===== src/rtl/assert_macros.svh =====
// Assertion helpers for the RTL files; ssdm_controller includes them.
`ifndef ASSERT_MACROS_SVH
`define ASSERT_MACROS_SVH

// Clocked check, ignored while reset is held.
`define SSDM_ASSERT(label, prop, msg) \
    label: assert property (@(posedge aclk) disable iff (!aresetn) prop) else $error(msg);

// Clocked check that also holds during reset.
`define SSDM_ASSERT_ALWAYS(label, prop, msg) \
    label: assert property (@(posedge aclk) prop) else $error(msg);

`endif


===== src/rtl/ssdm_pkg.sv =====
// ----------------------------------------------------------------------------
// ssdm_pkg
// Types and constants shared by the sub-pixel SAD disparity matcher.
// ----------------------------------------------------------------------------
package ssdm_pkg;

    localparam int WINDOW_SIZE    = 9;
    localparam int MARGIN         = (WINDOW_SIZE - 1) / 2;
    localparam int RING_ROWS      = WINDOW_SIZE + 1;
    localparam int SUBPIXEL_STEPS = 8;
    localparam int SUB_LOG        = 3;
    localparam int SUB_W          = 3;
    localparam int WIN_W          = 4;
    localparam int SLOT_W         = 4;
    localparam int HEIGHT_LIMIT   = 1024;
    localparam int ROW_W          = 11;
    localparam int ROW_MAX        = 2047;
    localparam int SAD_W          = 24;
    localparam int ACC_W          = 15;
    localparam logic [SAD_W-1:0] SAD_START = 24'd10000000;
    localparam logic signed [11:0] NO_MATCH = -12'sd9;

    // configuration register indexes
    localparam logic [1:0] CFG_WIDTH   = 2'd0;
    localparam logic [1:0] CFG_HEIGHT  = 2'd1;
    localparam logic [1:0] CFG_MIN_DISP = 2'd2;
    localparam logic [1:0] CFG_MAX_DISP = 2'd3;

    typedef struct packed {
        logic [7:0] ir_pixel;
        logic [7:0] pattern_pixel;
        logic       start_of_frame;
        logic       filler;
    } in_item_t;

    typedef struct packed {
        logic signed [11:0] disparity_eighths;
        logic [9:0]         out_row;
        logic [9:0]         out_col;
        logic               last_of_frame;
    } out_item_t;

    typedef struct packed {
        logic             accept;
        logic             issue;
        logic             first;
        logic             last;
        logic             load;
        logic [SUB_W-1:0] sub_step;
        logic [WIN_W-1:0] win_row;
        logic [WIN_W-1:0] win_col;
    } ctl_cmd_t;

    typedef struct packed {
        logic need_result;
        logic range_empty;
        logic out_free;
    } ctl_status_t;

endpackage


===== src/rtl/ssdm_controller.sv =====
// ----------------------------------------------------------------------------
// ssdm_controller
// Sequencer: walks sub-step, candidate column and window position per center.
// ----------------------------------------------------------------------------
`include "assert_macros.svh"

module ssdm_controller #(
    parameter int XW = 11
) (
    input  logic                  aclk,
    input  logic                  aresetn,
    input  logic                  s_valid,
    output logic                  s_ready,
    input  ssdm_pkg::ctl_status_t status,
    input  logic [XW-1:0]         range_lo,
    input  logic [XW-1:0]         range_hi,
    output ssdm_pkg::ctl_cmd_t    cmd,
    output logic [XW-1:0]         cand_col
);

    typedef enum logic [2:0] {
        ST_IDLE, ST_START, ST_RUN, ST_DRAIN, ST_DELIVER
    } state_t;

    state_t                     state_reg;
    logic [ssdm_pkg::SUB_W-1:0] s_reg;
    logic [XW-1:0]              k_reg;
    logic [ssdm_pkg::WIN_W-1:0] p_reg, q_reg;

    localparam logic [ssdm_pkg::WIN_W-1:0] WIN_LAST = ssdm_pkg::WIN_W'(ssdm_pkg::WINDOW_SIZE - 1);
    localparam logic [ssdm_pkg::SUB_W-1:0] SUB_LAST =
        ssdm_pkg::SUB_W'(ssdm_pkg::SUBPIXEL_STEPS - 1);

    logic accept;
    assign s_ready = (state_reg == ST_IDLE);
    assign accept  = s_valid && s_ready;

    always_ff @(posedge aclk) begin
        if (!aresetn) begin
            state_reg <= ST_IDLE;
            s_reg     <= '0;
            k_reg     <= '0;
            p_reg     <= '0;
            q_reg     <= '0;
        end else begin
            case (state_reg)
                ST_IDLE: begin
                    if (accept && status.need_result) begin
                        state_reg <= ST_START;
                    end
                end
                ST_START: begin
                    s_reg <= '0;
                    k_reg <= range_lo;
                    p_reg <= '0;
                    q_reg <= '0;
                    state_reg <= status.range_empty ? ST_DELIVER : ST_RUN;
                end
                ST_RUN: begin
                    if (q_reg == WIN_LAST) begin
                        q_reg <= '0;
                        if (p_reg == WIN_LAST) begin
                            p_reg <= '0;
                            if (k_reg == range_hi) begin
                                k_reg <= range_lo;
                                if (s_reg == SUB_LAST) begin
                                    state_reg <= ST_DRAIN;
                                end else begin
                                    s_reg <= s_reg + 1'b1;
                                end
                            end else begin
                                k_reg <= k_reg + 1'b1;
                            end
                        end else begin
                            p_reg <= p_reg + 1'b1;
                        end
                    end else begin
                        q_reg <= q_reg + 1'b1;
                    end
                end
                ST_DRAIN: state_reg <= ST_DELIVER;
                ST_DELIVER: begin
                    if (status.out_free) begin
                        state_reg <= ST_IDLE;
                    end
                end
                default: state_reg <= ST_IDLE;
            endcase
        end
    end

    always_comb begin
        cmd.accept   = accept;
        cmd.issue    = (state_reg == ST_RUN);
        cmd.first    = (p_reg == '0) && (q_reg == '0);
        cmd.last     = (p_reg == WIN_LAST) && (q_reg == WIN_LAST);
        cmd.load     = (state_reg == ST_DELIVER) && status.out_free;
        cmd.sub_step = s_reg;
        cmd.win_row  = p_reg;
        cmd.win_col  = q_reg;
    end
    assign cand_col = k_reg;

    `SSDM_ASSERT(a_job_leaves_idle, (accept && status.need_result) |=> (state_reg == ST_START), "job did not start")
    `SSDM_ASSERT(a_cand_in_range, (state_reg == ST_RUN) |-> (k_reg >= range_lo && k_reg <= range_hi), "candidate out of range")
    `SSDM_ASSERT(a_load_when_free, cmd.load |-> status.out_free, "result loaded over pending output")

endmodule


===== config.mk =====
export PLATFORM = sky130hd
export DESIGN_NAME = ssdm_controller
export DESIGN_NICKNAME = d
export VERILOG_FILES = /design/src/rtl/ssdm_pkg.sv /design/src/rtl/ssdm_controller.sv
export VERILOG_INCLUDE_DIRS = /design/src /design/src/rtl
export SDC_FILE = /design/constraint.sdc
export NUM_CORES = 1
export LEC_CHECK = 0
export BUFFER_PORTS_ARGS = -buffer_cell sky130_fd_sc_hd__buf_2
export CORE_MARGIN = 4
export CORE_UTILIZATION = 51
export CTS_CLUSTER_SIZE = 20
export DETAILED_ROUTE_END_ITERATION = 16
export GPL_TIMING_DRIVEN = 0
export PLACE_DENSITY = 0.76
export SYNTH_ARGS = -nofsm -noshare
export SYNTH_HDL_FRONTEND = slang
export SYNTH_SLANG_ARGS = --single-unit

===== constraint.sdc =====
create_clock -name aclk -period 2.2 [get_ports aclk]
set_input_delay 0.44 -clock aclk [delete_from_list [all_inputs] [get_ports aclk]]
set_output_delay 0.44 -clock aclk [all_outputs]
set_load 0.01 [all_outputs]

==> summary.md, run 1 <==
| Metric | Value |
|---|---|
| Outcome | complete, no violations |
| RSZ-0062 raised after global routing | true |
| Busiest layer in global routing | met2 |
| Synth Flop Type | dfxtp_1 |
| CP arrival | 2.42 ns |
| Routed len/inst | 15.06 microns |
| Max-slew violation count | 0 |
| Router iterations before antenna repair | 5 |
| Leak pwr | 0.9448 nW |
| Synth Net Count | 258 |
| Top-count cell post-synth | dfxtp_1 |
| Power Dens Cells | 420.2 nW/um^2 |
| Multi-input logic area | 1139 sq um |
| Die X-Extent | 67.11 microns |
| Xor-xnor portion of the synthesized cell area | 7.374% |
| Overall routed net length | 4969 microns |
| H-tree Lvls | 1 |
| Post-Syn Area per Cell | 7.990 sq um |
| Share of layout cells above drive strength 1 | 34.86% |
| Worst-path clk slew | 0.15 ns |
| Commonest cells post-synth | 25 x dfxtp_1, 18 x nand2_1, 17 x nor2_1 |
| Ys Warns | 0 |
| GRT met2 Usage | 37.30% |
| GRT met1 Usage | 30.22% |
| Register area | 515.5 sq um |
| Global route overflow | 0 |
| Asr flop ratio synth | 0% |
| Register area share after synthesis | 28.09% |
| Die H | 67.11 microns |
| Largest family of logic cells by synthesized area | simple AND/OR/NAND/NOR gates |
| Post-synthesis simple-gate area fraction | 27.67% |
| Clk sinks | 25 |
| Pwr Total | 0.9301 mW |
| Mux contribution to synthesized area | 1.124% |
| Worst Tran Pin Value | 0.5374 ns |
| Pin count of the biggest net entering global routing | 15 |
| Total CTS buffers | 3 |
| Placed cells | 324 |
| I/O pins | 56 |
| Post-DRT Antenna Nets | 0 |
| DR vias | 1873 |
| Post-CTS Hold Fix Bufs | 0 |
| Deepest clock path buffer count | 2 |
| Core footprint | 3363 sq um |
| Top cell type's share of synthesized area | 28.09% |
| GPL Wtd Cong | 0.8232 |
| Main area contributors after synthesis | dfxtp_1 28%, xor2_1 5.9%, ha_1 4.9% |
| Row count | 21 |
| Mapped cell area | 1782 sq um |
| Die area | 4503 sq um |
| Drt drc | 0 |
| Final hold vios | 0 |
| Gr usage total | 22.80% |
| Worst stage delay on the critical path | 0.53 ns |
| Clock Tree Root | clkbuf_4 |
| CP Launch Type | register |
| Cells after Synth | 223 |
| Number of max-cap violations | 0 |
| Vias in the first global route | 1620 |
| Peak supply drop | 0.0003029 V |
| Worst-path cell chain | ha_2 > nand2_1 > or4_4 > or4_1 > a211o_1 > a31oi_1 |
| CP Max Fanout | 5 |
| Endpoints failing setup | 0 |
| Global-route wire length before repair | 7817 microns |
| Port bufs | 55 |
| Max FFs per register | 11 |
| Initial Util | 52.98% |
| DP HPWL | 3593 microns |
| Area Overhead vs Synth | 24.23% |
| Number of DRC markers in iteration 0 | 165 |
| Register bit total from synthesis | 25 |
| Nets@finish | 320 |
| Critical path's top delay family | simple AND/OR/NAND/NOR gates |
| Clk_lat worst skew | 0.34 ns |
| WP data required | 2.49 ns |
| Minimum clock period | 2.128 ns |
| Netlist cell types | 53 |
| GR Util met3 | 3.035% |
| Diode count | 0 |
| Worst Skew | 0.003325 ns |
| Compound-Gate Fraction of Synth Area | 21.28% |
| EDFF count, synth | 0 |
| CTS tree | built |
| DR vias/cell | 5.676 |
| Hold/Removal Path Class | input port to register |
| Part of the cycle the worst path needs | 96.72% |
| Initial antenna violation count | 0 |
| Cell accounting for the most synthesized area | dfxtp_1 |
| Fin cells | 330 |
| Crit Path Class | register to register |
| Fmax | 0.4700 GHz |
| CP max stage cell | or4_4 |
| Adder-Cell Fraction of Synth Area | 4.916% |
| Fillers | 328 |
| CP endpoint kind | register |
| Buf+Inv Stages, Crit Path | 0 |
| Worst rel slew slack | 64.00% |
report_power, final:
| part | internal (mW) | switching [mW] |
|---|---|---|
| sequential | 0.470 | 0.0246 |
| clock | 0.0688 | 0.158 |
| combinational | 0.0951 | 0.114 |
| total | 0.634 | 0.296 |
path summary, 6_finish.rpt:
| kind | start | to | slack (ns) | depth (start not counted) |
|---|---|---|---|---|
| worst min register to register | cand_col[6]$_SDFFE_PN0P_ | cand_col[6]$_SDFFE_PN0P_ | 0.53 | 2 |
| worst max-delay path | cand_col[0]$_SDFFE_PN0P_ | cand_col[10]$_SDFFE_PN0P_ | 0.07 | 6 |
| worst min-delay path | range_lo[1] | cand_col[1]$_SDFFE_PN0P_ | 0.36 | 3 |
| worst max register to register | cand_col[0]$_SDFFE_PN0P_ | cand_col[10]$_SDFFE_PN0P_ | 0.07 | 6 |
cell families (layout without fill, tap and decap cells):
| group | Yosys count | in the layout |
|---|---|---|
| fa+ha+maj | 7 | 7 |
| mux | 2 | 2 |
| compound gates | 55 | 55 |
| flops | 25 | 25 |
| simple gates | 90 | 90 |
| xor+xnor | 15 | 15 |
| buf+inv | 29 | 90 |
tightest hold or removal path, cell delays in order:
cell and delay [ns]:
buf_2 0.10, o21ai_0 0.06, a31oi_1 0.08
metrics by stage:
step	setup TNS [ns]	util [%]	worst slack, ns	cell area [sq um]	hold WS [ns]
after floorplan	0	-	0.09752	1782	0.5133
after global placement	-0.4954	62.87	-0.07366	2115	0.4937
after detailed placement	-0.6080	62.87	-0.08166	2115	0.5026
after CTS	0	64.21	0.01201	2160	0.3588
after global routing	-0.06611	65.81	-0.04422	2213	0.3598
final	0	65.81	0.07220	2213	0.3551
repair_timing:
action | 4_1_cts | 5_1_grt
setup endpoints to repair | 11 | 17
buffers inserted | 2 | 1
gates resized for setup | 5 | 17
final cells by class:
| cell class | count | share of cell area [%] |
|---|---|---|
| multi-input cells | 169 | 51.44 |
| flip-flops and latches | 25 | 23.29 |
| repair buffers | 58 | 13.45 |
| plain buffers | 16 | 5.823 |
| well taps | 46 | 2.600 |
| inverters | 12 | 2.148 |
| clock buffers | 3 | 1.018 |
| clock inverters | 1 | 0.2261 |
placed cells by master, fill, tap and decap left out, types with 6 or more instances in the layout:
master and n:
dfxtp_2 6, buf_2 57, o21ai_0 11, inv_1 11
ha_1 6, nand2_1 18, nand3_1 12, a31oi_1 9
or4_1 6, nor2_1 17, dfxtp_1 17, xor2_1 12
o211ai_1 11, nor4_1 6, a21oi_1 8, nor3_1 7
metal layers:
layer / wire [microns] / up-vias
met4: 65 / 0
met2: 2429 / 51
met5: 0 / -
met3: 314 / 5
met1: 2159 / 870
li1: - / 947
No activity file was read; power rests on OpenSTA's default activity.
==> inputs of run 2 (changes only) <==
CORE_UTILIZATION = 53   (was 51)
CTS_BUF_LIST = sky130_fd_sc_hd__clkbuf_2 sky130_fd_sc_hd__clkbuf_4 sky130_fd_sc_hd__clkbuf_8   (was not set)
PLACE_DENSITY = 0.78   (was 0.76)
==> run 2 against run 1 <==
Against the previous run: power is 1.1% higher; combinational power rose by 5%; die area fell by 3.3%; fmax increased by 0.20%; wire length up 1.6%; critical path depth fell by 1; clock-buffer cell count stayed put; first-iteration DRC count decreased by 27%; non-clock buffer count increased by 3; sequential share of layout area down 0.46 points; critical path type is now register to output pin.
==> summary.md, run 2 (synthesis gave the netlist of run 1 again) <==
| Metric | Value |
|---|---|
| Outcome | complete, no violations |
| H-tree Lvls | 1 |
| Final Hold Slack | 0.3534 ns |
| Number of DRC markers in iteration 0 | 121 |
| I/O pins | 56 |
| Vias in the first global route | 1718 |
| Power Dens Cells | 416.2 nW/um^2 |
| Endpoints failing setup | 0 |
| Peak supply drop | 0.0002761 V |
| Register area | 515.5 sq um |
| Die X-Extent | 65.98 microns |
| Commonest non-fill, non-tap cell in the layout | buf_2 |
| Row count | 20 |
| Core footprint | 3128 sq um |
| DR vias | 1932 |
| Multi-input logic area | 1161 sq um |
| Final hold vios | 0 |
| Setup TNS | 0 ns |
| Post-DRT Antenna Nets | 0 |
| Global-route wire length before repair | 8307 microns |
| Worst flop-to-flop path endpoint | cand_col[10]$_SDFFE_PN0P_ |
| Dpl ws | -0.09274 ns |
| Total CTS buffers | 3 |
| CP arrival | 1.68 ns |
| Share of layout cells above drive strength 1 | 36.24% |
| Initial antenna violation count | 0 |
| Initial Util | 56.96% |
| Global route overflow | 0 |
| Fmax | 0.4709 GHz |
| Commonest cells after routing, fill and taps aside | 57 x buf_2, 18 x nand2_1, 17 x nor2_1, 17 x dfxtp_1 |
| WHS Path Cells | 3 |
| Hold/Removal Path Class | input port to register |
| Port bufs | 55 |
| Area Overhead vs Synth | 26.76% |
| Part of the cycle the worst path needs | 96.52% |
| Pin count of the biggest net entering global routing | 16 |
| Placement Cell Area | 2112 sq um |
| Leak pwr | 0.9580 nW |
| WP data required | 1.76 ns |
| Number of max-cap violations | 0 |
| Worst setup margin | 0.07654 ns |
| Gr usage total | 24.01% |
| Nets@finish | 323 |
| Diode count | 0 |
| R2R cell count | 6 |
| GPL Wtd Cong | 0.8878 |
| CTS tree | built |
| Routed len/inst | 15.25 microns |
| Fillers | 263 |
| DR vias/cell | 5.837 |
| Reg-to-reg critical path startpoint | cand_col[0]$_SDFFE_PN0P_ |
| CP endpoint kind | output pin |
| RSZ-0062 raised after global routing | false |
| Crit Path Class | register to output pin |
| Router iterations before antenna repair | 4 |
| Finished Core Util | 72.20% |
| Worst rel slew slack | 66.18% |
| CP Launch Type | register |
| Die H | 65.98 microns |
| Deepest clock path buffer count | 2 |
| Clock Tree Root | clkbuf_4 |
| Design Area, Final | 2258 sq um |
| Hold Startpoint | range_lo[1] |
| Clk_lat worst skew | 0.33 ns |
| Die area | 4353 sq um |
| Max-slew violation count | 0 |
| CP Max Fanout | 10 |
| Max FFs per register | 11 |
| Drt drc | 0 |
| WHS Endpoint | cand_col[1]$_SDFFE_PN0P_ |
| Worst Skew | 0.003661 ns |
| Minimum clock period | 2.123 ns |
| Worst Tran Pin Value | 0.5049 ns |
| Post-CTS Hold Fix Bufs | 0 |
| Overall routed net length | 5047 microns |
| Clk sinks | 25 |
| Worst-path clk slew | 0.15 ns |
| DP HPWL | 3575 microns |
| R2R setup slack | 0.11 ns |
[run 2: changes by cell type in the layout (fill, tap and decap cells not counted)]
cell,before,now
ha_4,0,1
clkbuf_4,4,3
ha_2,1,0
nor4_2,0,2
nor4_1,6,4
clkinvlp_4,0,1
clkinv_2,1,0
buf_4,4,8
[run 2: worst max-delay path by stage]
| stage | startpoint | to | slack [ns] | cells after the start |
|---|---|---|---|---|
| 6_report | state_reg[0]$_SDFFE_PN0P_ | cmd[14] | 0.08 | 5 |
| 5_1_grt | state_reg[1]$_SDFFE_PN0P_ | cmd[14] | 0.003 | 5 |
| 4_1_cts | cand_col[1]$_SDFFE_PN0P_ | cand_col[10]$_SDFFE_PN0P_ | 0.0008 | 6 |
| 3_5_place_dp | state_reg[1]$_SDFFE_PN0P_ | cand_col[10]$_SDFFE_PN0P_ | -0.09 | 8 |
| 3_3_place_gp | state_reg[1]$_SDFFE_PN0P_ | cand_col[1]$_SDFFE_PN0P_ | -0.09 | 8 |
| 2_1_floorplan | cand_col[0]$_SDFFE_PN0P_ | cand_col[10]$_SDFFE_PN0P_ | 0.1 | 6 |
[run 2: cell type report]
type,count,area share [%]
clock inverters,1,0.3324
flip-flops and latches,25,22.83
clock buffers,3,0.9972
multi-input cells,169,51.41
well taps,44,2.438
inverters,12,2.105
plain buffers,16,5.706
repair buffers,61,14.18
[run 2: layer usage]
metal	vias to the layer above	global-route usage (%)	part of all wire [%]
met5	-	0	0
met4	0	6.853	1.3
met3	8	3.912	6.6
met2	74	38.92	49
met1	898	32.71	43
li1	952	-	-
[run 2: stage by stage]
stage | instances | power, mW
detailed placement | 322 | 0.7045
floorplan | 223 | 0.6252
CTS | 325 | 0.9216
global route | 331 | 0.9846
finish | 331 | 0.9400
global placement | 322 | 0.7013
[run 2: where the power goes]
group          internal [mW]  total [mW]  switching (mW)
logic                 0.0987       0.219           0.120
clock network         0.0696       0.225           0.155
registers              0.470       0.496          0.0261
total                  0.639       0.940           0.301
[run 2: critical path, stage by stage, from the launching register on]
cell	delay, ns
dfxtp_1	0.32
buf_2	0.16
or3b_4	0.47
inv_4	0.11
buf_6	0.15
buf_2	0.14
[run 2: timing repair]
action | CTS | global route
gates resized for setup | 5 | 21
endpoints found under the setup margin | 12 | 18
setup buffers | 0 | 6
==> inputs of run 3 (changes only) <==
CORE_UTILIZATION = 57   (was 53)
PLACE_DENSITY = 0.84   (was 0.78)
clock period = 2.7 ns   (was 2.2 ns; I/O delays follow)
==> run 3 against run 2 <==
Against the previous run: utilization fell by 1.5 points; clock-buffer cell count unchanged; first-iteration DRC count is 4.1% lower; worst setup slack better by 0.0034 ns; combinational power decreased by 25%; final area fell by 5.2%; non-clock buffer count shrank 5; sequential share of layout area up 0.54 points; sequential power fell by 19%; wire length decreased by 6.5%; clock power decreased by 20%; via count is 3.4% lower; critical path type unchanged; critical endpoint unchanged.
==> summary.md, run 3 (synthesis gave the netlist of run 1 again) <==
| Metric | Value |
|---|---|
| Outcome | complete, no violations |
| Worst Skew | 0.003385 ns |
| Number of max-cap violations | 0 |
| H-tree Lvls | 1 |
| Initial Util | 58.84% |
| Area Overhead vs Synth | 20.22% |
| Die area | 4084 sq um |
| Core footprint | 3028 sq um |
| Vias in the first global route | 1728 |
| Global-route wire length before repair | 8024 microns |
| Pin count of the biggest net entering global routing | 15 |
| Peak supply drop | 0.0002498 V |
| CP arrival | 2.08 ns |
| Worst rel slew slack | 65.11% |
| CP Max Fanout | 10 |
| Resized Gates After CTS | 0 |
| Post-DRT Antenna Nets | 0 |
| Worst Tran Pin Value | 0.5186 ns |
| Clock Tree Root | clkbuf_4 |
| Postcts setup bufs | 0 |
| I/O pins | 56 |
| Global route overflow | 0 |
| Port bufs | 55 |
| RSZ-0062 raised after global routing | false |
| Crit Path Class | register to output pin |
| Clk sinks | 25 |
| Register area | 500.5 sq um |
| DP HPWL | 3573 microns |
| Diode count | 0 |
| Commonest cells after routing, fill and taps aside | 58 x buf_2, 25 x dfxtp_1, 18 x nand2_1, 17 x nor2_1, 13 x nand3_1 |
| Leak pwr | 0.9310 nW |
| Fillers | 277 |
| Drt drc | 0 |
| Number of DRC markers in iteration 0 | 116 |
| Power Dens Cells | 348.1 nW/um^2 |
| Routed len/inst | 14.48 microns |
| Post-CTS Hold Fix Bufs | 0 |
| WP data required | 2.16 ns |
| Overall routed net length | 4719 microns |
| Max FFs per register | 11 |
| Endpoints failing setup | 0 |
| GPL Wtd Cong | 0.9126 |
| DR vias | 1867 |
| Part of the cycle the worst path needs | 97.04% |
| Multi-input logic area | 1111 sq um |
| Router iterations before antenna repair | 4 |
| Nets@finish | 318 |
| Dpl ws | 0.4033 ns |
| Worst setup margin | 0.07994 ns |
| Max-slew violation count | 0 |
| Minimum clock period | 2.620 ns |
| Clk_lat worst skew | 0.33 ns |
| CTS tree | built |
| Initial antenna violation count | 0 |
| Fmax | 0.3817 GHz |
| CP Launch Type | register |
| Commonest non-fill, non-tap cell in the layout | buf_2 |
| Deepest clock path buffer count | 2 |
| Row count | 20 |
| Die H | 63.91 microns |
| CP endpoint kind | output pin |
| Final Hold Slack | 0.4631 ns |
| DR vias/cell | 5.727 |
| Final hold vios | 0 |
| Gr usage total | 23.89% |
| Worst-path clk slew | 0.15 ns |
| Hold/Removal Path Class | input port to register |
| Total CTS buffers | 3 |
| Die X-Extent | 63.91 microns |
| Share of layout cells above drive strength 1 | 29.43% |
| Setup TNS | 0 ns |
## run 3: changes by cell type in the layout (fill, tap and decap cells not counted), moves of 2 or more
cell | previous run | this run
nor4_2 | 2 | 0
dfxtp_4 | 2 | 0
dfxtp_1 | 17 | 25
buf_4 | 8 | 1
nor4_1 | 4 | 6
dfxtp_2 | 6 | 0
## run 3: where the power goes
group	leakage [nW]	internal, mW	switching, mW	total (mW)
clock	0.0177	0.0557	0.123	0.179
combinational	0.711	0.0740	0.0906	0.165
sequential	0.203	0.383	0.0197	0.402
## run 3: final cells by class
class | count | share of cell area [%]
inverters | 12 | 2.103
flip-flops and latches | 25 | 23.36
well taps | 44 | 2.570
repair buffers | 55 | 12.85
clock inverters | 1 | 0.2336
clock buffers | 3 | 1.051
multi-input cells | 169 | 51.87
plain buffers | 17 | 5.958
## run 3: path summary, 6_finish.rpt
path,startpoint,endpoint,slack [ns],cells past startpoint
worst min-delay path,status[0],state_reg[2]$_SDFFE_PN0P_,0.46,3
worst max-delay path,state_reg[1]$_SDFFE_PN0P_,cmd[14],0.08,6
worst min register to register,cand_col[6]$_SDFFE_PN0P_,cand_col[6]$_SDFFE_PN0P_,0.53,2
worst max register to register,state_reg[1]$_SDFFE_PN0P_,cand_col[5]$_SDFFE_PN0P_,0.34,8
## run 3: critical path, cell delays in order (launching register included)
cell,delay [ns]
dfxtp_1,0.33
buf_2,0.18
or3b_2,0.45
clkbuf_2,0.20
inv_1,0.19
clkbuf_4,0.25
buf_2,0.15
## run 3: stage by stage
stage                     instances  instance area [sq um]  util (%)  total power, mW
after global routing            326                   2142     70.74           0.7802
after CTS                       326                   2140     70.66           0.7467
after detailed placement        322                   2112     69.75           0.5740
after floorplan                 223                   1782         -           0.5095
after global placement          322                   2112     69.75           0.5702
final                           326                   2142     70.74           0.7457
## run 3: routing by layer
metal / track usage (%) / up-vias / share of wire, %
met5: 0 / - / 0
li1: - / 937 / -
met3: 4.394 / 10 / 5.5
met2: 41.42 / 55 / 49
met4: 4.043 / 0 / 1.2
met1: 31.03 / 865 / 44
